[src/sv/sdam_pkg.sv]
// Shared types, constants and character tables of the Sobel direction ASCII mapper.
package sdam_pkg;

    // Register indexes on the configuration port
    localparam logic [1:0] REG_WIDTH     = 2'd0;
    localparam logic [1:0] REG_HEIGHT    = 2'd1;
    localparam logic [1:0] REG_THRESHOLD = 2'd2;

    // Reset values of the configuration registers
    localparam logic [10:0] WIDTH_RST     = 11'd300;
    localparam logic [11:0] HEIGHT_RST    = 12'd240;
    localparam logic [7:0]  THRESHOLD_RST = 8'd50;

    // Q16 luma weights
    localparam logic [14:0] LUMA_WR = 15'd19595;
    localparam logic [15:0] LUMA_WG = 16'd38470;
    localparam logic [12:0] LUMA_WB = 13'd7471;

    // Q16 tangents of 22.5 and 67.5 degrees
    localparam logic [14:0] TAN_LOW  = 15'd27146;
    localparam logic [17:0] TAN_HIGH = 18'd158218;

    // Largest square whose root does not exceed the clamp of 255
    localparam logic [20:0] SQ_CLAMP = 21'd65025;

    // Direction characters
    localparam logic [6:0] CH_BAR    = 7'd124;
    localparam logic [6:0] CH_UNDER  = 7'd95;
    localparam logic [6:0] CH_SLASH  = 7'd47;
    localparam logic [6:0] CH_BSLASH = 7'd92;

    // Request from front to back: 3x3 window, center luma, row end mark
    typedef struct packed {
        logic [8:0][7:0] win;
        logic [7:0]      luma;
        logic            row_end;
    } win_item_t;

    // Result request
    typedef struct packed {
        logic [6:0] char_code;
        logic       is_edge;
        logic [7:0] edge_level;
        logic       row_end;
    } result_t;

    // Brightness ramp " .:-=+*%#@"
    function automatic logic [6:0] ramp_char(input logic [3:0] idx);
        logic [6:0] ch;
        case (idx)
            4'd0:    ch = 7'd32;
            4'd1:    ch = 7'd46;
            4'd2:    ch = 7'd58;
            4'd3:    ch = 7'd45;
            4'd4:    ch = 7'd61;
            4'd5:    ch = 7'd43;
            4'd6:    ch = 7'd42;
            4'd7:    ch = 7'd37;
            4'd8:    ch = 7'd35;
            4'd9:    ch = 7'd64;
            default: ch = 7'd32;
        endcase
        return ch;
    endfunction

endpackage

[src/sv/sdam_back.sv]
// Back end: Sobel gradients, magnitude root, direction and ramp character.
module sdam_back (
    input  logic                clk,
    input  logic                rst_n,
    input  logic                item_empty,
    output logic                item_pop,
    input  sdam_pkg::win_item_t item,
    input  logic [7:0]          threshold_cfg,
    output logic                res_push,
    output sdam_pkg::result_t   res,
    input  logic                res_full
);
    import sdam_pkg::*;

    typedef enum logic [6:0] {
        B_IDLE = 7'b0000001,
        B_GRAD = 7'b0000010,
        B_PROD = 7'b0000100,
        B_SUM  = 7'b0001000,
        B_ROOT = 7'b0010000,
        B_FIN  = 7'b0100000,
        B_OUT  = 7'b1000000
    } bstate_t;

    bstate_t state_reg, state_next;

    win_item_t          item_reg;
    logic signed [11:0] gv_reg, gh_reg;
    logic [9:0]         a_reg;
    logic [19:0]        sqv_reg, sqh_reg;
    logic [24:0]        lo_reg;
    logic [27:0]        hi_reg;
    logic               same_reg;
    logic               zero_reg;
    logic [20:0]        n_reg;
    logic               horiz_reg, vert_reg;
    logic [7:0]         root_reg;
    logic [2:0]         bit_reg;
    result_t            res_reg;

    logic [9:0]         top_s, bot_s, lft_s, rgt_s;
    logic [9:0]         a_abs, b_abs;
    logic [7:0]         trial;
    logic [15:0]        trial_sq;
    logic [15:0]        root_sq;
    logic [7:0]         mag;
    logic [6:0]         dir_ch;
    logic [11:0]        luma9;

    // Weighted row and column sums of the window
    assign top_s = 10'(item_reg.win[0]) + {1'b0, item_reg.win[1], 1'b0} + 10'(item_reg.win[2]);
    assign bot_s = 10'(item_reg.win[6]) + {1'b0, item_reg.win[7], 1'b0} + 10'(item_reg.win[8]);
    assign lft_s = 10'(item_reg.win[0]) + {1'b0, item_reg.win[3], 1'b0} + 10'(item_reg.win[6]);
    assign rgt_s = 10'(item_reg.win[2]) + {1'b0, item_reg.win[5], 1'b0} + 10'(item_reg.win[8]);

    assign a_abs = gv_reg[11] ? 10'(-gv_reg) : gv_reg[9:0];
    assign b_abs = gh_reg[11] ? 10'(-gh_reg) : gh_reg[9:0];

    // One root bit per cycle
    assign trial    = root_reg | (8'd1 << bit_reg);
    assign trial_sq = 16'(trial) * 16'(trial);
    assign root_sq  = 16'(root_reg) * 16'(root_reg);

    // Ceiling of the root, clamped
    assign mag = (n_reg > SQ_CLAMP) ? 8'd255
               : root_reg + ((21'(root_sq) < n_reg) ? 8'd1 : 8'd0);

    // Octant character
    always_comb
    begin
        if (zero_reg || horiz_reg)
        begin
            dir_ch = CH_BAR;
        end
        else if (vert_reg)
        begin
            dir_ch = CH_UNDER;
        end
        else if (same_reg)
        begin
            dir_ch = CH_SLASH;
        end
        else
        begin
            dir_ch = CH_BSLASH;
        end
    end

    assign luma9    = 12'(item_reg.luma) * 12'd9;
    assign item_pop = (state_reg == B_IDLE) && !item_empty;
    assign res_push = (state_reg == B_OUT);
    assign res      = res_reg;

    // Sequencer
    always_comb
    begin
        state_next = state_reg;
        case (state_reg)
            B_IDLE:  if (!item_empty) state_next = B_GRAD;
            B_GRAD:  state_next = B_PROD;
            B_PROD:  state_next = B_SUM;
            B_SUM:   state_next = B_ROOT;
            B_ROOT:  if (bit_reg == 3'd0) state_next = B_FIN;
            B_FIN:   state_next = B_OUT;
            B_OUT:   if (!res_full) state_next = B_IDLE;
            default: state_next = B_IDLE;
        endcase
    end

    // Datapath
    always_ff @(posedge clk)
    begin
        case (state_reg)
            B_IDLE:
            begin
                item_reg <= item;
            end
            B_GRAD:
            begin
                gv_reg <= $signed({2'b00, top_s}) - $signed({2'b00, bot_s});
                gh_reg <= $signed({2'b00, lft_s}) - $signed({2'b00, rgt_s});
            end
            B_PROD:
            begin
                a_reg    <= a_abs;
                sqv_reg  <= 20'(a_abs) * 20'(a_abs);
                sqh_reg  <= 20'(b_abs) * 20'(b_abs);
                lo_reg   <= 25'(TAN_LOW) * 25'(b_abs);
                hi_reg   <= 28'(TAN_HIGH) * 28'(b_abs);
                same_reg <= ((gv_reg > 12'sd0) == (gh_reg > 12'sd0));
                zero_reg <= (gv_reg == 12'sd0) && (gh_reg == 12'sd0);
            end
            B_SUM:
            begin
                n_reg     <= 21'(sqv_reg) + 21'(sqh_reg);
                horiz_reg <= ({1'b0, a_reg, 16'd0} < 27'(lo_reg));
                vert_reg  <= ({2'b00, a_reg, 16'd0} >= hi_reg);
                root_reg  <= 8'd0;
                bit_reg   <= 3'd7;
            end
            B_ROOT:
            begin
                if (21'(trial_sq) <= n_reg)
                begin
                    root_reg <= trial;
                end
                bit_reg <= bit_reg - 3'd1;
            end
            B_FIN:
            begin
                res_reg.row_end <= item_reg.row_end;
                if (mag < threshold_cfg)
                begin
                    res_reg.char_code  <= ramp_char(luma9[11:8]);
                    res_reg.is_edge    <= 1'b0;
                    res_reg.edge_level <= 8'd0;
                end
                else
                begin
                    res_reg.char_code  <= dir_ch;
                    res_reg.is_edge    <= 1'b1;
                    res_reg.edge_level <= mag;
                end
            end
            default:
            begin
            end
        endcase
    end

    always_ff @(posedge clk or negedge rst_n)
    begin
        if (!rst_n)
        begin
            state_reg <= B_IDLE;
        end
        else
        begin
            state_reg <= state_next;
        end
    end
endmodule

[config.mk]
export PLATFORM = sky130hd
export DESIGN_NAME = sdam_back
export DESIGN_NICKNAME = d
export VERILOG_FILES = /design/src/sv/sdam_pkg.sv /design/src/sv/sdam_back.sv
export SDC_FILE = /design/constraint.sdc
export NUM_CORES = 1
export LEC_CHECK = 0
export CAP_MARGIN = 20
export CORE_MARGIN = 5
export CORE_UTILIZATION = 30
export DETAILED_ROUTE_END_ITERATION = 7
export DONT_BUFFER_PORTS = 1
export PLACE_DENSITY_LB_ADDON = 0.12
export SYNTH_ARGS = -nofsm -noshare
export SYNTH_HDL_FRONTEND = slang
export SYNTH_SLANG_ARGS = --single-unit
[constraint.sdc]
create_clock -name clk -period 7.4 [get_ports clk]
set_clock_uncertainty 0.05 [all_clocks]
set_input_delay 1.48 -clock clk [delete_from_list [all_inputs] [get_ports clk]]
set_output_delay 1.48 -clock clk [all_outputs]
set_load 0.03 [all_outputs]
* Yosys cells after proc, flatten, opt, wreduce, memory -nomap -nowiden
Memories as Yosys holds them, arrays and structs flattened.
Cells that the tools add are included.
** Storage, ports and cells
- Output and inout bits :: 19
- Bits in registers :: 256
- Bits in read-only memories :: 112
- Memories :: 1
** Operators by class
- Shift operators :: 1
- Reductions and logical operators :: 10
- Mux-type cells :: 15
- Magnitude comparators :: 8
- Add/sub/neg operators :: 15
- Eq/ne operators :: 12
- Bitwise operators :: 1
- Multiply operators :: 7
** Memory list
- (name not given) :: words 16, width 7, read ports 1, clocked after memory_dff 0, write ports 0, line sdam_pkg.sv:50 : case (idx)
** Operators with widths (count)
- $pmux 7 s7 :: 1
- $mux 7 :: 6
- $add 10x8->10 :: 4
- $add 8x9->10 :: 4
- $mul 10x10->20 :: 2
- $mul 8x8->16 :: 2
- $ge 26x28->1 :: 1
- $mul 17x10->27 const A :: 1
- $lt 26x25->1 :: 1
- $logic_not 12->1 :: 2
- $mul 14x10->24 const A :: 1
- $gt 11x1->1 const B :: 2
- $sub 10x10->11 :: 2
- $add 20x20->21 :: 1
- $gt 21x16->1 const B :: 1
- $le 16x21->1 :: 1
- $lt 16x21->1 :: 1
- $mux 10 :: 2
- $neg 10->10 :: 2
- $mux 16 :: 1
- $mux 8 :: 2
- $pmux 8 s2 :: 1
- $mul 8x4->12 const B :: 1
- $add 8x1->8 :: 1
- other kinds (22) :: 26

* Longest topological paths before layout
- Word-level depth :: 7
- Gate-level depth with buffers :: 35

* Worst setup path before layout
OpenSTA, ideal clock, no wires.
- Path kind :: register to register
- Start point :: register state_reg[4]
- End point :: register state_reg[0]
- Period minus slack after synthesis :: 7869 ps
- Path buffers :: 0
- Stages on the path, launching flop included :: 6
- Data required time :: 7263 ps
- Arrival time :: 7732 ps
- Setup time :: 87 ps
- Setup slack :: -469 ps
- Cell sequence :: dfrtp_1 -> nor3_1 -> nand2_1 -> nor3b_1 -> nor4_1 -> a22o_1
** On the way
- Longest elaborated chain between the ends :: 3
** RTL lines
- from (decl) :: line sdam_back.sv:25 : bstate_t state_reg, state_next;
- from (signal assigned) :: line sdam_back.sv:179 : state_reg <= state_next;
- $eq 7x5->1, or another cell as far along :: line sdam_back.sv:98 : case (state_reg)
- $ne 2x2->1 (no line)
- $reduce_and 3->1 (no line)
Parallel ways exist; a longest one is shown, timed or not.
A chain may end at the register's enable or synchronous reset.

* Final worst setup path
- Start point :: register root_reg[4]
- End point :: register res_reg (netlist bit res[15]) (data pin)
** On the way
- Longest elaborated chain between the ends :: 7
** RTL lines
- from (decl) :: line sdam_back.sv:37 : logic [7:0] root_reg;
- from (signal assigned) :: line sdam_back.sv:145 : root_reg <= trial;
- $mul 8x8->16 :: line sdam_back.sv:62 : assign root_sq = 16'(root_reg) * 16'(root_reg);
- $lt 16x21->1 :: line sdam_back.sv:66 : : root_reg + ((21'(root_sq) < n_reg) ? 8'd1 : 8'd0);
- $mux 1 :: line sdam_back.sv:66
- $add 8x1->8 :: line sdam_back.sv:66
- $mux 8 :: line sdam_back.sv:65 : assign mag = (n_reg > SQ_CLAMP) ? 8'd255
- via mag[1] :: line sdam_back.sv:46 : logic [7:0] mag;
- $lt 8x8->1 :: line sdam_back.sv:152 : if (mag < threshold_cfg)
- $mux 16 :: line sdam_back.sv:152
- to (decl) :: line sdam_back.sv:39 : result_t res_reg;
The timed path passes the listed nets, and every way through them passes these cells.

==> results by group <==
Outcome
  • Status: finished clean

Setup path
  • Worst setup EP type: flop
  • Slowest cell on crit path: fa_1
  • Critical path launch point type: flop
  • Kind of critical path: reg2reg
  • Crit-path max cell delay: 580 ps
  • Critical path arrival: 7550 ps
  • CP Max Fanout: 7
  • Critical path required time: 7680 ps

STA
  • RSZ-0062 raised after global routing: true
  • Fin crit share: 98.2%
  • Fin crit period: 7270 ps
  • Worst slew pin tran: 1070 ps
  • Final setup violation count: 0
  • Max-slew violations: 0
  • Max-slew headroom: 28.4%
  • Min Hold Slack: 372 ps
  • Final worst-path setup slack: 132 ps
  • Max Freq: around 140 MHz
  • Fin. Hold Viols: 0

Place
  • Area post-placement: 0.0259 mm²
  • Post-DP HPWL: 47,900 µm
  • Port bufs: 0
  • Placer Congestion: ~0.82
  • Post-Place Worst Slack: -431 ps

Route
  • Average wire per standard cell: roughly 16 µm
  • Initial DRC Count: 549
  • First drt pass iteration count: 5
  • Routed via count: 15,800
  • Antenna viol nets, final: 0
  • DRC viols: 0
  • Final wirelength: 56,600 µm
  • Via density: 4.60

Yosys
  • Netlist cell types: 72
  • Register area share after synthesis: 29.5%
  • EDFF count, synth: 229
  • Async set or reset register ratio after synthesis: 2.97%
  • Net Count, Synth: a little under 3,000
  • Main flop type after synthesis: edfxtp_1
  • Cells after Synth: around 2,200
  • Mean post-synth cell area: 10.6 µm²
  • Post-synthesis register bit count: 236
  • Yosys warnings: 0
  • Mapped Area: 0.0239 mm²

Final layout
  • # fillers: just under 8,000
  • Post-Route Utilization: approximately a third
  • Design Area, Final: 0.0273 mm²
  • Layout cell share with drive strength beyond 1: 9.19%
  • Fin nets: 3,065
  • Layout area overhead: 14.0%
  • Number of flip-flops in the largest register: 73
  • Ant diodes: 0

Floorplan
  • Core area: 0.0790 mm²
  • Initial core utilization: 30.3%
  • Die W: 292 µm
  • DIE AREA: 0.0855 mm²
  • I/O pin count: 112
  • Row cnt: 103
  • Die height: 292 µm

Global routing
  • All-Layer GR Usage: a little over an eighth
  • First-pass GRT wire length: 92,000 µm
  • Antenna violations before repair: 1
  • Grt ovf: 0
  • Vias in the first global route: 17,200
  • Largest net degree at the start of global routing: between 60 and 70

CTS
  • Worst-skew pair later-pin latency: a little under 600 ps
  • Clk root buf: clkbuf_16
  • CTS buffer count: 31
  • Hold buffers post-CTS: 0
  • H-tree Lvls: 1
  • Clk buf depth: 3
  • Reg clk slew, reported paths: 60 ps
  • CTS tree: done
  • Total clock sinks: between 200 and 250

Job
  • Max-cap viol count: 0

Min path
  • Min-delay worst type: reg2reg
## critical path: cells and delay by family (launching register included)
kind	cells	cell delay (ps)
adders and majority gates	9	3340
AOI/OAI and AO/OA	12	1680
and+or+nand+nor	4	1010
DFF	1	520
buffers and inverters	3	260
xor gates and xnor gates	1	150
## metrics by stage
stage / cells / TNS [ps]
2_1_floorplan: 2248 / 0
3_3_place_gp: 3367 / -5900
3_5_place_dp: 3367 / -6150
4_1_cts: 3427 / 0
5_1_grt: 3434 / -1440
6_report: 3434 / 0
## cell families (layout without fill, tap and decap cells)
family | Yosys count | count (layout) | synth area share (%)
adder cells (fa/ha/maj) | 613 | 613 | 39.2
XOR/XNOR | 155 | 155 | 5.67
other | 2 | 2 | 0.0314
flip-flops | 236 | 236 | 29.5
AO/OA/AOI/OAI | 339 | 339 | 9.11
AND/OR/NAND/NOR | 495 | 495 | 9.90
multiplexers | 7 | 7 | 0.298
buffers and inverters | 401 | 537 | 6.29
## routing by layer
layer | up-vias | routed length [µm] | global-route usage [%]
met1 | 7695 | 25500 | 17.1
met5 | - | 0 | 0
met3 | 50 | 1890 | 1.91
li1 | 7871 | - | -
met4 | 0 | 1030 | 2.60
met2 | 181 | 28200 | 23.9
## path summary, 6_finish.rpt
path | cells past startpoint | to | startpoint | slack, ps
max in group asynchronous | 0 | state_reg[0] | rst_n | 6580
setup / recovery | 29 | res[15] | root_reg[4] | 130
hold reg to reg | 0 | res[0] | item_reg[0] | 370
min in group asynchronous | 0 | state_reg[1] | rst_n | 550
hold / removal | 0 | res[0] | item_reg[0] | 370
setup reg to reg | 29 | res[15] | root_reg[4] | 130
## synth_stat cells, drive strengths merged (11+ instances only)
library cell / count / share of area, %
ha: 385 / 20
inv: 371 / 5.8
edfxtp: 229 / 29
fa: 228 / 19
nor2: 183 / 2.9
a21oi: 107 / 2.2
nand2: 104 / 1.6
xnor2: 104 / 3.8
o21ai: 62 / 1.3
xor2: 51 / 1.9
a21o: 42 / 1.3
nor3: 32 / 0.67
and2: 29 / 0.76
clkbuf: 27 / 0.42
nand2b: 24 / 0.63
nor2b: 24 / 0.63
o21a: 24 / 0.75
nand3: 20 / 0.42
a211oi: 14 / 0.44
and3: 13 / 0.34
or3: 13 / 0.34
nand4: 11 / 0.29
## area by class of cell
class	count	area, µm²	share of cell area, %
Inverter	374	1400	5.15
Multi-Input combinational cell	1611	15700	57.4
Tap cell	1050	1310	4.82
Sequential cell	236	7050	25.9
Clock buffer	35	791	2.90
Timing Repair Buffer	105	811	2.97
Clock inverter	23	235	0.863
## placed cells by master, fill, tap and decap left out, drive strengths merged, types with 5 or more instances in the layout
cell / instances
nand4: 11
nand2: 104
o211ai: 7
o31ai: 10
nand3: 20
and3: 13
nor4: 8
inv: 372
buf: 105
nor2: 183
fa: 228
or2: 8
clkinvlp: 6
a2111oi: 5
ha: 385
nor3b: 7
a21o: 42
dfrtp: 6
nor2b: 24
a211oi: 14
xnor2: 104
o21ai: 62
edfxtp: 229
or3: 13
a21boi: 6
xor2: 51
o21a: 24
nor3: 32
clkbuf: 35
a21oi: 107
nand2b: 24
and2: 29
clkinv: 15
o21bai: 8
o41ai: 7
mux2i: 6
a31oi: 10
## timing repair
item | 4_1_cts | 5_1_grt
buffers inserted | 2 | 7
endpoints found under the setup margin | 16 | 16
resized for setup | 26 | 35
pin swaps | 23 | 36
cloned | 0 | 0
Power is left out: the tool's default activity adds up to more than one toggle a clock period on the data nets, which glitch-free logic cannot reach.
