[config.mk]
export PLATFORM = sky130hd
export DESIGN_NAME = sdam_fifo
export DESIGN_NICKNAME = d
export VERILOG_FILES = /design/src/sv/sdam_fifo.sv
export SDC_FILE = /design/constraint.sdc
export NUM_CORES = 1
export LEC_CHECK = 0
export ABC_AREA = 1
export BUFFER_PORTS_ARGS = -buffer_cell sky130_fd_sc_hd__buf_4
export CAP_MARGIN = 15
export CORE_UTILIZATION = 40
export CTS_CLUSTER_SIZE = 24
export DETAILED_ROUTE_END_ITERATION = 16
export PLACE_DENSITY = 0.74
export SYNTH_ARGS = -nofsm -noshare
export SYNTH_HDL_FRONTEND = slang
export SYNTH_SLANG_ARGS = --single-unit
[constraint.sdc]
create_clock -name clk -period 2 [get_ports clk]
set_input_delay 0.4 -clock clk [delete_from_list [all_inputs] [get_ports clk]]
set_output_delay 0.4 -clock clk [all_outputs]
set_load 0.05 [all_outputs]
[src/sv/sdam_fifo.sv]
// Two-entry request queue.
module sdam_fifo #(
    parameter int WIDTH = 8
) (
    input  logic             clk,
    input  logic             rst_n,
    input  logic             push,
    input  logic [WIDTH-1:0] wdata,
    output logic             full,
    input  logic             pop,
    output logic [WIDTH-1:0] rdata,
    output logic             empty
);
    logic [WIDTH-1:0] mem_reg [2];
    logic             wr_ptr_reg;
    logic             rd_ptr_reg;
    logic [1:0]       count_reg;
    logic             do_push;
    logic             do_pop;

    assign full    = (count_reg == 2'd2);
    assign empty   = (count_reg == 2'd0);
    assign do_push = push && !full;
    assign do_pop  = pop && !empty;
    assign rdata   = mem_reg[rd_ptr_reg];

    // Storage
    always_ff @(posedge clk)
    begin
        if (do_push)
        begin
            mem_reg[wr_ptr_reg] <= wdata;
        end
    end

    // Pointers and fill count
    always_ff @(posedge clk or negedge rst_n)
    begin
        if (!rst_n)
        begin
            wr_ptr_reg <= 1'b0;
            rd_ptr_reg <= 1'b0;
            count_reg  <= 2'd0;
        end
        else
        begin
            if (do_push)
            begin
                wr_ptr_reg <= !wr_ptr_reg;
            end
            if (do_pop)
            begin
                rd_ptr_reg <= !rd_ptr_reg;
            end
            if (do_push && !do_pop)
            begin
                count_reg <= count_reg + 2'd1;
            end
            else if (do_pop && !do_push)
            begin
                count_reg <= count_reg - 2'd1;
            end
        end
    end
endmodule

## Word-level counts from Yosys, hierarchy flattened

Memory sizes are Yosys's and may differ from the RTL's.
Cells that the tools add are included.

- Order comparisons: 0
- Equal/unequal tests: 1
- Add/subtract/negate cells: 2
- Shifts and indexed selects: 0
- Bitwise operators: 0
- Mux-type cells: 4
- Multiply operators: 0
- Divide/modulo/power cells: 0
- Reduce and logical (&&, ||, !) cells: 12

Operators with widths:

| operator | number |
|---|---|
| logical NOT 1 bit | 6 |
| logical AND 1 bit | 4 |
| 2-to-1 mux 2 bit | 2 |
| adder 2 x 1 -> 2 bit, second input constant | 1 |
| equality test 2 bit, second input constant | 1 |
| logical NOT 2 bit | 1 |
| 2-to-1 mux 1 bit | 2 |
| nonzero test 2 bit | 1 |
| subtractor 2 x 1 -> 2 bit, second input constant | 1 |

- Output and inout port bits: 10
- Latch bits: 0
- Register bits: 4
- Logic and storage cells: 23
- RAM bits: 16
- Memory bits (read-only): 0
- Memories kept: 1

Memory list:

| name | depth | width | read ports | clocked after memory_dff | write ports | RTL line | RTL |
|---|---|---|---|---|---|---|---|
| mem_reg | 2 | 8 | 1 | 0 | 1 | 14 | `logic [WIDTH-1:0] mem_reg [2];` |

## Longest topological paths before layout

Gate-level depths: netlist (run 1).

- Depth in word-level cells: 7
- Gate-level depth with buffers: 9
- Mapped depth without buffers: 9

## Least setup slack after synthesis (run 1)

No wires, ideal clock.

- Path type: reg2reg
- Start: register count_reg[0]
- End: register count_reg[1]
- Path slack: 0.342 ns
- Required time: 1.883 ns
- Clock period less this slack: 1.658 ns
- Arrival: 1.541 ns
- Stages on the path, launching flop included: 8
- Path through: dfrtp_1 -> nor2_2 -> nor2_2 -> ha_1 -> inv_1 -> nand3_1 -> nand2_1 -> nand2_1

- Longest elaborated chain between the ends: 6
- Elaborated cells between the ends (all ways): 15
- Classes of those cells: add/sub: 2; eq/ne: 1; mux: 2; reduce/logical: 10

RTL lines:

| item | RTL line | RTL |
|---|---|---|
| start: declaration | 17 | `logic [1:0] count_reg;` |
| start signal: assignment | 57 | `count_reg <= count_reg + 2'd1;` |
| start signal: assignment | 61 | `count_reg <= count_reg - 2'd1;` |
| equality test 2 bit (*) | 21 | `assign full = (count_reg == 2'd2);` |
| via full | 9 | `output logic full,` |
| logical NOT 1 bit (*) | 23 | `assign do_push = push && !full;` |
| logical AND 1 bit (*) | 23 |  |
| via do_push | 18 | `logic do_push;` |
| logical NOT 1 bit | 59 | `else if (do_pop && !do_push)` |
| logical AND 1 bit | 59 |  |
| nonzero test 2 bit (no source line) | n/a |  |

Mark *: on every way through the listed nets, which the timed path passes. The rest lies on a longest branch. The select of a mux whose other input is x is not followed.
A chain may end at the register's enable or synchronous reset.

## Worst setup path in the final report (run 1)

- Start: register rd_ptr_reg
- End: output rdata[6]

- Longest elaborated chain between the ends: 1

RTL lines:

| item | RTL line | RTL |
|---|---|---|
| start: declaration | 16 | `logic rd_ptr_reg;` |
| start signal: assignment | 53 | `rd_ptr_reg <= !rd_ptr_reg;` |
| memory read (2 x 8 bit) | n/a |  |
| end: declaration | 11 | `output logic [WIDTH-1:0] rdata,` |

No other way between the ends.

==> results.md, run 1 <==
GRT:
- The maximum number of pins on one net before global-route repair is 12.
- The total global routing overflow is 0.
- The wire length of the first global-routing pass is about 2100 µm.
- The initial antenna violation count came to 0.
- The all-layer global routing usage is 14.59%.
- The number of global-route vias before repair came to 511.

Cells and area:
- The total of fill cells in the finished design is 159.
- Of the cells placed in the final design, the portion with a size suffix greater than 1 is approximately 28%.
- The register with the most flip-flops in the layout has 16 of them.
- After the last flow step, the layout net total stands at around 110.
- The count of antenna diodes in the layout is 0.
- The finished cells cover 0.001037 mm².
- The finished layout holds roughly 120 standard cells, fillers aside.
- The area growth from synthesis to final layout is 28.13%.

Synth:
- The number of storage elements in the synthesis netlist is 20.
- The library cell occupying the most area in the post-synthesis netlist is sky130_fd_sc_hd__edfxtp_1.
- Synthesis produced a netlist with a net count of 86.
- The count of unique library cells instantiated by Yosys is 14.
- Counting every instance in the synthesized netlist gives 73.
- After synthesis the cells add up to 809.5 µm².
- During synthesis, Yosys emitted a total of 0 warnings.
- Each instance of the synthesized netlist takes up on average between 10 and 15 µm².
- After synthesis, the cell types taking the most area are sky130_fd_sc_hd__edfxtp_1 59%, sky130_fd_sc_hd__nand2_1 15%, sky130_fd_sc_hd__dfrtp_1 12%.
- The top cell type by area accounts for 59.35% of the synthesized area.
- Sequential cells were found to cover approximately 72% of the synthesized design area.

STA:
- The slew at the pin closest to its max-slew limit is between 300 and 400 ps.
- Setup violations remaining at the end of the flow were counted as 0.
- For this run, the top clock speed supported by timing is 0.5797 GHz.
- The minimum clock period is 1725 ps.
- Setup slack on the critical path of the routed design comes to 274.8 ps.
- On the final layout, the worst clock skew is roughly 7.3 ps.
- In the finished design, the share of the clock period the worst path needs comes to 86.26%.
- The number of hold violations in the final report is 0.
- The normalized max-slew margin is 78.34%.
- The number of max-slew violations in the final report is 0.
- The setup TNS is 0 ps.
- Setup repair after global routing left no endpoint under its margin.
- The tightest hold path in the finished design has a slack of around 280 ps.

Route:
- After detailed routing, the average wire length per cell comes to 11.23 µm.
- For this block, wires on met1 add up to 565 µm.
- The detailed router finished its first iteration with 7 violations.
- The met3 wire length is about 53 µm.
- The first TritonRoute pass finished after 4 iterations.
- Once detail routing completed, the nets flagged for antenna violations numbered 0.
- The final routed DRC violation total is 0.
- The total met2 wirelength after detailed routing is 763 µm.
- The via count is 564.
- The final layout contains routed wiring with a total length of 1393 µm.
- The topmost layer with routed signal wires is met4.
- The vias per cell is about 4.5.

Power:
- The combinational group share of total power is 51.3%.
- The reported net switching power is about 0.83 mW.
- The maximum vdd ir drop is ~0.90 mV.
- The share of power burned in registers is 37.8%.
- The net switching share of the total power is 47.39%.
- The total power density per cell area is 1681 mW/mm².
- The internal cell power is 0.9172 mW.
- The reported leakage power is 0.4854 nW.
- The clock group share of total power is 10.9%.

Setup path:
- The startpoint type of the worst setup path is a flop.
- In this run the worst path has a maximum fanout of 10.
- The category of the critical setup timing path is flop to output pin.
- The arrival time reported for the critical path endpoint is between 1000 and 1500 ps.
- STA puts the critical path data required time at roughly 1600 ps.
- The worst setup path is captured at an output pin.

Flow run:
- The reported max-cap violation count is 0.

Placement:
- The post-placement setup slack is between 500 and 600 ps.
- In this run the tool buffered the top-level ports with 21 buffer cells.
- The total half-perimeter wirelength after legalization and detailed placement is about 1000 µm.
- The post-place instance area is between 0.001 and 0.0015 mm².
- The total instance count after detailed placement is ~120.
- At the end of routability-driven placement, the weighted congestion stood at 0.7198.

Clock tree:
- The post-cts repair resize count is 0.
- The root buffer cell chosen for the clock tree is sky130_fd_sc_hd__clkbuf_4.
- The number of sinks driven by the clock tree is 20.
- For the worst-skew pair, the clock arrives at the later sink with an insertion delay of 290 ps.
- Clock-pin slew was measured on the worst setup and hold paths at 110 ps.
- Buffers inserted during clock tree synthesis total 3.
- Once the clock tree was built, the setup fixing pass inserted 0 buffers.
- The clock passes through at most 2 buffers.
- The number of hold buffers added after CTS was 1.
- TritonCTS built the clock tree.
- The count of H-tree levels built during CTS is 1.

Floorplanning:
- The die covers approximately 0.0022 mm².
- The die height is 46.99 µm.
- For this configuration, the core starts out at a cell density of 44.93%.
- The placement row count is 15.
- The count of boundary I/O pins is 22.
- The die span in x is 46.99 µm.
- After floorplanning, the core was sized to cover roughly 0.0018 mm².

Hold path:
- The min-delay analysis places its worst path in the category input port to flop.

Status:
- The run finished with clean final reports.
## cell type report
class                   instances  area, µm²  area share [%]
flip-flops and latches         20      580.6           55.97
multi-input cells              44      193.9           18.70
repair buffers                 23      175.2           16.89
well taps                      25      31.28           3.016
inverters                       8      30.03           2.895
clock buffers                   4      26.28           2.533
## cell usage after synthesis, drive strengths merged
cell / count
ha: 1
buf: 1
inv: 8
nand2: 33
nor2: 4
nand4: 1
nand3: 1
nand3b: 1
edfxtp: 16
xnor2: 1
o21ai: 2
dfrtp: 4
## critical path, cell delays in order (launching register included)
cell and delay [ps]:
sky130_fd_sc_hd__dfrtp_1 500, sky130_fd_sc_hd__inv_2 190, sky130_fd_sc_hd__nand2_1 80, sky130_fd_sc_hd__nand2_1 70
sky130_fd_sc_hd__buf_4 190
## power by group through the flow
| stage | registers [mW] | logic, mW | clock network [mW] |
|---|---|---|---|
| 6_report | 0.659 | 0.895 | 0.190 |
| 5_1_grt | 0.673 | 0.956 | 0.208 |
| 4_1_cts | 0.659 | 0.902 | 0.194 |
| 3_5_place_dp | 0.668 | 0.896 | 0 |
| 3_3_place_gp | 0.663 | 0.882 | 0 |
| 2_1_floorplan | 0.628 | 0.671 | 0 |
## final timing paths
kind / startpoint / to / slack [ps] / depth (start not counted)
min in group asynchronous: rst_n / wr_ptr_reg$_DFFE_PN0P_ / 430 / 2
worst min-delay path: wdata[6] / mem_reg[1][6]$_DFFE_PP_ / 280 / 1
max in group asynchronous: rst_n / count_reg[0]$_DFFE_PN0P_ / 1470 / 2
worst max register to register: count_reg[0]$_DFFE_PN0P_ / count_reg[1]$_DFFE_PN0P_ / 560 / 6
worst max-delay path: rd_ptr_reg$_DFFE_PN0P_ / rdata[6] / 270 / 4
worst min register to register: wr_ptr_reg$_DFFE_PN0P_ / wr_ptr_reg$_DFFE_PN0P_ / 490 / 2
## kinds of logic (layout without fill, tap and decap cells)
logic type	Yosys count	in the layout	share of synthesized area, %
buffers and inverters	9	35	4.327
DFF	20	20	71.72
and+or+nand+nor	40	40	20.09
AOI/OAI and AO/OA	2	2	1.237
adders and majority gates	1	1	1.545
xor gates and xnor gates	1	1	1.082
## placed cells by master (no fill, tap or decap), types with 2 or more instances in the layout
cell type                  instances
sky130_fd_sc_hd__nor2_1            2
sky130_fd_sc_hd__buf_4            22
sky130_fd_sc_hd__inv_1             7
sky130_fd_sc_hd__o21ai_0           2
sky130_fd_sc_hd__edfxtp_1         16
sky130_fd_sc_hd__dfrtp_1           4
sky130_fd_sc_hd__clkbuf_4          3
sky130_fd_sc_hd__nor2_2            2
sky130_fd_sc_hd__nand2_1          33
## through the flow
stage	power [mW]	utilization [%]
after global routing	1.837	57.57
after detailed placement	1.565	55.56
after global placement	1.544	55.56
final	1.743	57.57
after CTS	1.755	57.57
after floorplan	1.298	-
## per-layer routing
metal / up-vias / global-route usage, %
met5: - / 0
met4: 0 / 10.29
met3: 2 / 2.308
met2: 14 / 25.28
met1: 260 / 16.33
li1: 288 / -
(Power assumes the default switching activity.)
==> run 2, diff against run 1 <==
--- a/config.mk
+++ b/config.mk
@@ -12,6 +12,7 @@
 export CTS_CLUSTER_SIZE = 24
 export DETAILED_ROUTE_END_ITERATION = 16
 export PLACE_DENSITY = 0.74
+export RECOVER_POWER = 25
 export SYNTH_ARGS = -nofsm -noshare
 export SYNTH_HDL_FRONTEND = slang
 export SYNTH_SLANG_ARGS = --single-unit
==> run 2 against run 1 <==
Clock skew is 1.1 ps higher. Non-clock buffer count stayed put. Critical endpoint unchanged. Power is essentially flat. First-iteration DRC count unchanged. Worst setup slack improved by 0.51 ps. Largest cell class unchanged. Global-route usage unchanged. Die area unchanged. Via count is 0.35% higher. Register-to-register slack barely moved. Sequential power about the same. Critical path depth did not move. Routed wire length grew 0.43%. Largest power group unchanged.
==> results.md, run 2 (same netlist as run 1, synthesis figures left out) <==
Setup path:
- STA classifies the critical path startpoint as a flop.
- Together, buffers and inverters on the worst path number 2.
- STA classifies the critical path endpoint as an output pin.
- The critical path required time is 1600 ps.
- The cell family contributing the most delay on the critical path is flip-flops.
- For this run, the slowest stage of the critical path takes 500 ps.
- The maximum fanout encountered on the critical timing path is 10.
- The most numerous cell type found on the critical path is sky130_fd_sc_hd__nand2_1.
- The category of the critical setup timing path is flop to output pin.
- On the critical path, the stage with the largest delay is an instance of sky130_fd_sc_hd__dfrtp_1.
- Traced cell by cell, the critical path runs through inv_2, nand2_1, nand2_1, buf_4.
- The arrival time reported for the critical path endpoint is 1320 ps.

Placement:
- Routability-driven placement finished with a final weighted congestion of a little over 0.7.
- The total half-perimeter wirelength after legalization and detailed placement is 1041 µm.
- Input and output buffers added on the ports amount to 21.
- The post-placement setup slack is 568.4 ps.

STA:
- The worst path uses 86.23% of the clock period.
- The number of setup violations in the final report is 0.
- The number of hold violations in the final report was 0.
- The number of max-slew violations in the final report is 0.
- The normalized max-slew margin is 78.34%.
- The maximum achievable frequency is 0.5798 GHz.
- In the post-route analysis, the smallest setup slack over all paths is between 200 and 300 ps.
- The clock skew is about 8.4 ps.
- Summed over all failing endpoints, the final setup total negative slack is 0 ps.
- Setup repair after global routing left no endpoint under its margin.
- At the pin with the least slew margin, the transition time is 324.5 ps.
- Subtracting the final worst setup slack from the clock period gives approximately 1700 ps.

Clock tree:
- CTS built an H-tree with a depth of 1.
- The number of buffers created by CTS is 3.
- The clock insertion delay at the later pin of the skew report is 290 ps.
- The clock net in this run drives a total of 20 sinks.
- The root cell of the clock tree is sky130_fd_sc_hd__clkbuf_4.
- In this run the post-CTS setup repair buffer count came out at 0.
- TritonCTS built the clock tree.
- The number of buffers on the longest clock path is 2.
- After clock tree synthesis, the clock-pin slew on the worst setup and hold paths is 100 ps.

Cells and area:
- The area growth from synthesis to final layout is 28.13%.
- The count of antenna diodes in the layout is 0.
- Of the cells placed in the final design, the portion with a size suffix greater than 1 is 28.28%.
- At the end of the flow, the number of nets in the layout was 113.
- The number of flip-flops under the largest register name is 16.
- Cells fill 57.57% of the core in the end.
- The top cell types in the final layout, fill and taps aside, are 33 x sky130_fd_sc_hd__nand2_1, 16 x sky130_fd_sc_hd__buf_4, 16 x sky130_fd_sc_hd__edfxtp_1.
- The most common cell after layout, fill and taps aside is sky130_fd_sc_hd__nand2_1.

Route:
- Before antenna repair, the detailed router went through 4 iterations.
- In the final routed layout, each cell accounts on average for 11.28 µm.
- Wires add up to ~1400 µm.
- The detailed router placed 566 vias in this run.
- The vias per cell is 4.565.
- The number of DRC markers after the initial detailed-route iteration is 7.
- In the routed design, unresolved DRC markers number 0.
- The detail route stage leaves a number of antenna-violating nets equal to 0.

Power:
- The reported leakage power is 0.4842 nW.
- The maximum vdd ir drop is 0.9027 mV.
- The total power density per cell area is 1681 mW/mm².
- The total power consumption of the routed design is 1.744 mW.

Floorplanning:
- The floorplan die area is 0.002208 mm².
- The effective utilization at floorplan is 44.93%.
- The floorplan has 15 rows.
- The die height is 46.99 µm.
- The die span in x is 46.99 µm.
- The core region is 0.001802 mm².
- The count of boundary I/O pins is 22.

GRT:
- The total global routing overflow is 0.
- The all-layer global routing usage is 14.59%.
- The number of global-route vias before repair is slightly above 500.
- Entering global routing, the biggest net connects 12 pins.
- The initial antenna violation count is 0.
- The wire length of the first global-routing pass is 2090 µm.

Status:
- The run finished with clean final reports.

Flow run:
- Max-cap violations in this run came to 0.

Hold path:
- The min-delay analysis places its worst path in the category input port to flop.
[run 2: area by class of cell]
cell class | instances | area [µm²]
Sequential cell | 20 | 580.6
Tap cell | 25 | 31.28
Fill cell | 159 | 764.5
Multi-Input combinational cell | 44 | 193.9
Clock buffer | 4 | 26.28
Inverter | 8 | 30.03
Timing Repair Buffer | 23 | 175.2
[run 2: path summary, 6_finish.rpt]
| kind | end | slack [ps] | cells after the start | start |
|---|---|---|---|---|
| worst max-delay path | rdata[6] | 280 | 4 | rd_ptr_reg$_DFFE_PN0P_ |
| max in group asynchronous | count_reg[0]$_DFFE_PN0P_ | 1470 | 2 | rst_n |
| worst max register to register | count_reg[1]$_DFFE_PN0P_ | 560 | 6 | count_reg[0]$_DFFE_PN0P_ |
| worst min register to register | wr_ptr_reg$_DFFE_PN0P_ | 490 | 2 | wr_ptr_reg$_DFFE_PN0P_ |
| worst min-delay path | mem_reg[1][7]$_DFFE_PP_ | 300 | 1 | wdata[7] |
| min in group asynchronous | wr_ptr_reg$_DFFE_PN0P_ | 430 | 2 | rst_n |
[run 2: layer usage]
layer / global-route usage, % / vias up / wire length [µm]
met5: 0 / - / 0
met4: 10.29 / 0 / 10
met3: 2.308 / 2 / 57
met2: 25.28 / 14 / 763
met1: 16.33 / 260 / 568
li1: - / 290 / -
[run 2: power by group]
group	leakage, nW	total (mW)	switching [mW]	internal, mW
sequential	0.197	0.659	0.0810	0.578
combinational	0.272	0.894	0.633	0.261
clock	0.0150	0.191	0.113	0.0775
[run 2: worst register-to-register path, delay by kind of cell (launching register included)]
kind / cells / cell delay (ps)
buffers and inverters: 1 / 80
AO/OA/AOI/OAI: 1 / 300
adder cells (fa/ha/maj): 1 / 310
AND/OR/NAND/NOR: 3 / 180
flip-flops: 1 / 470
[run 2: stage by stage]
step / cell area, µm² / std cells / hold slack (ps)
2_1_floorplan: 809.5 / 73 / 104.4
3_3_place_gp: 1001 / 119 / 199.4
3_5_place_dp: 1001 / 119 / 200.2
4_1_cts: 1037 / 124 / 275.7
5_1_grt: 1037 / 124 / 275.8
6_report: 1037 / 124 / 295.6
[run 2: repair_timing]
| item | 4_1_cts | 5_1_grt |
|---|---|---|
| hold buffers | 1 | 0 |
| endpoints found under the setup margin | 0 | 0 |
| gates resized for setup | 0 | 0 |
| endpoints found under the hold margin | 4 | 0 |
==> run 3, diff against run 2 <==
==> constraint.sdc (replaced) <==
create_clock -name clk -period 1.7 [get_ports clk]
set_input_delay 0.34 -clock clk [delete_from_list [all_inputs] [get_ports clk]]
set_output_delay 0.34 -clock clk [all_outputs]
set_load 0.05 [all_outputs]
==> run 3 against run 2 <==
Global-route usage rose by 2.6 points. Clock skew fell by 5.3 ps. Clock power rose by 100%. Routed wire length rose by 8.7%. Combinational power rose by 19%. Sequential share of layout area fell by 1.5 points. Largest cell class unchanged. Largest power group unchanged.
==> results.md, run 3 (same netlist as run 1, synthesis figures left out) <==
Status:
- The run finished with clean final reports.

Cells and area:
- Cells with a size suffix above 1 make up 30.30% of the layout.
- In the layout the commonest cells are 33 x sky130_fd_sc_hd__nand2_1, 16 x sky130_fd_sc_hd__buf_4, 16 x sky130_fd_sc_hd__edfxtp_1.
- In the final design database the tool counted 113 nets.
- 0 antenna diodes ended up in the layout.
- The total of fill cells in the finished design is 161.
- The library cell used most frequently in the layout, excluding fill and tap cells, is sky130_fd_sc_hd__nand2_1.
- The register with the most flip-flops in the layout has 16 of them.
- The area growth from synthesis to final layout is 31.84%.

Route:
- For this run, design rule violations remaining after detail routing come to 0.
- The number of DRC markers after the initial detailed-route iteration is 21.
- The wire length after detailed routing is ~1500 µm.
- The number of nets still failing antenna checks after routing is 0.
- The number of detailed-routing iterations run before antenna repair is 4.
- After detailed routing, the number of vias per cell comes to ~4.7.
- The routed layout has 581 vias.
- The detail-routed net length per standard cell is 12.27 µm.

Clock tree:
- The number of clock buffers added by TritonCTS is 3.
- The number of sinks driven by the clock tree is 20.
- The clock reaches the later pin of the worst-skew pair after 310 ps.
- The count of H-tree levels built during CTS is 1.
- The clock-pin slew on the worst setup and hold paths is roughly 110 ps.
- The cell sitting at the root of the clock tree is a sky130_fd_sc_hd__clkbuf_4.
- The clock tree from TritonCTS is done.
- No sink is reached through more buffers than the 2 on the longest clock path.

STA:
- Setup slack on the critical path of the routed design comes to between 60 and 70 ps.
- Subtracting the final worst setup slack from the clock period gives 1634 ps.
- Setup repair after global routing left no endpoint under its margin.
- The number of hold violations in the final report is 0.
- The number of max-slew violations in the final report is 0.
- At the pin with the least slew margin, the transition time is ~330 ps.
- Setup violations remaining at the end of the flow were counted as 0.
- The clock skew is about 3.0 ps.
- The share of the clock period used by the worst path after layout is a little over nine tenths.
- The setup TNS is 0 ps.
- The maximum achievable frequency is 0.6120 GHz.
- The normalized max-slew margin is 77.85%.

Placement:
- The congestion estimate from routability-driven global placement came to 0.7084.
- The count of buffers added on input and output ports is 21.
- The post-placement setup slack is 290.7 ps.
- The total half-perimeter wirelength after legalization and detailed placement is 1005 µm.

Power:
- The total power density per cell area is 2097 mW/mm².
- In this run the static leakage power is 0.4963 nW.
- Across the VDD grid, the largest voltage drop is ~1.3 mV.

Floorplanning:
- The floorplan die area is 0.002208 mm².
- The floorplan core area is 0.001802 mm².
- The floorplan step set the die height to roughly 47 µm.
- Once the floorplan was initialized, standard cells occupied 44.93% of the core.
- The die is 46.99 µm wide.
- During I/O placement, the number of pins put on the boundary was 22.
- The floorplan has 15 rows.

GRT:
- The initial antenna violation count is 0.
- The wire length of the first global-routing pass is 2373 µm.
- The total global routing overflow is 0.
- The maximum number of pins on one net before global-route repair is 13.
- The number of global-route vias before repair is 540.
- The all-layer global routing usage is 17.22%.

Setup path:
- Along the worst path, the maximum fanout reaches 10.
- The worst setup path is launched from a flop.
- The category of the critical setup timing path is flop to output pin.
- At the worst endpoint, the required time is 1360 ps.
- STA puts the critical path data arrival time at 1290 ps.
- STA classifies the critical path endpoint as an output pin.

Flow run:
- The reported max-cap violation count is 0.

Hold path:
- The class of the worst hold path is input port to flop.
-- run 3: changes by cell type in the layout (fill, tap and decap cells not counted), sizes merged --
cell,before,now
clkbuf,10,9
bufinv,0,1
-- run 3: final timing paths --
path | to | depth (start not counted) | slack (ps) | start
min | mem_reg[0][0]$_DFFE_PP_ | 1 | 210 | wdata[0]
max reg2reg | count_reg[1]$_DFFE_PN0P_ | 6 | 260 | count_reg[0]$_DFFE_PN0P_
min in group asynchronous | wr_ptr_reg$_DFFE_PN0P_ | 2 | 350 | rst_n
max | rdata[6] | 4 | 70 | rd_ptr_reg$_DFFE_PN0P_
max in group asynchronous | rd_ptr_reg$_DFFE_PN0P_ | 2 | 1240 | rst_n
min reg2reg | wr_ptr_reg$_DFFE_PN0P_ | 2 | 510 | wr_ptr_reg$_DFFE_PN0P_
-- run 3: critical path, cell delays in order, from the launching register on --
cell,delay [ps]
sky130_fd_sc_hd__dfrtp_2,510
sky130_fd_sc_hd__inv_4,140
sky130_fd_sc_hd__nand2_1,70
sky130_fd_sc_hd__nand2_1,70
sky130_fd_sc_hd__buf_4,190
-- run 3: power by group --
group,switching [mW],total (mW),internal [mW]
Sequential,0.104,0.786,0.682
Combinational,0.753,1.06,0.310
Clock,0.151,0.390,0.239
-- run 3: final cells by class --
cell class                      count  area [µm²]  area share, %
Inverter                            8       32.53          3.048
Multi-Input combinational cell     44       193.9          18.17
Tap cell                           25       31.28          2.931
Sequential cell                    20       581.8          54.51
Clock buffer                        3       22.52          2.110
Timing Repair Buffer               23       175.2          16.41
Clock inverter                      1       30.03          2.814
-- run 3: what timing repair did --
item	in CTS	in global routing
buffers inserted	0	0
endpoints found under the setup margin	8	8
hold buffers	1	0
pin swaps	0	0
gates resized for setup	1	1
hold endpoints to repair	4	0
-- run 3: layer usage --
| metal | vias to the layer above | track usage (%) | routed length, µm |
|---|---|---|---|
| li1 | 288 | - | - |
| met4 | 0 | 12.00 | 48 |
| met2 | 12 | 29.72 | 817 |
| met1 | 276 | 18.97 | 614 |
| met5 | - | 0 | 0 |
| met3 | 5 | 3.462 | 40 |
-- run 3: stage by stage --
stage | hold slack, ps | total power [mW] | utilization (%) | std cells | instance area, µm²
finish | 210.7 | 2.239 | 59.24 | 124 | 1067
global route | 204.5 | 2.354 | 59.24 | 124 | 1067
CTS | 209.0 | 2.245 | 59.10 | 124 | 1065
detailed placement | 141.9 | 1.847 | 55.56 | 119 | 1001
global placement | 141.4 | 1.816 | 55.56 | 119 | 1001
floorplan | 44.41 | 1.528 | - | 73 | 809.5
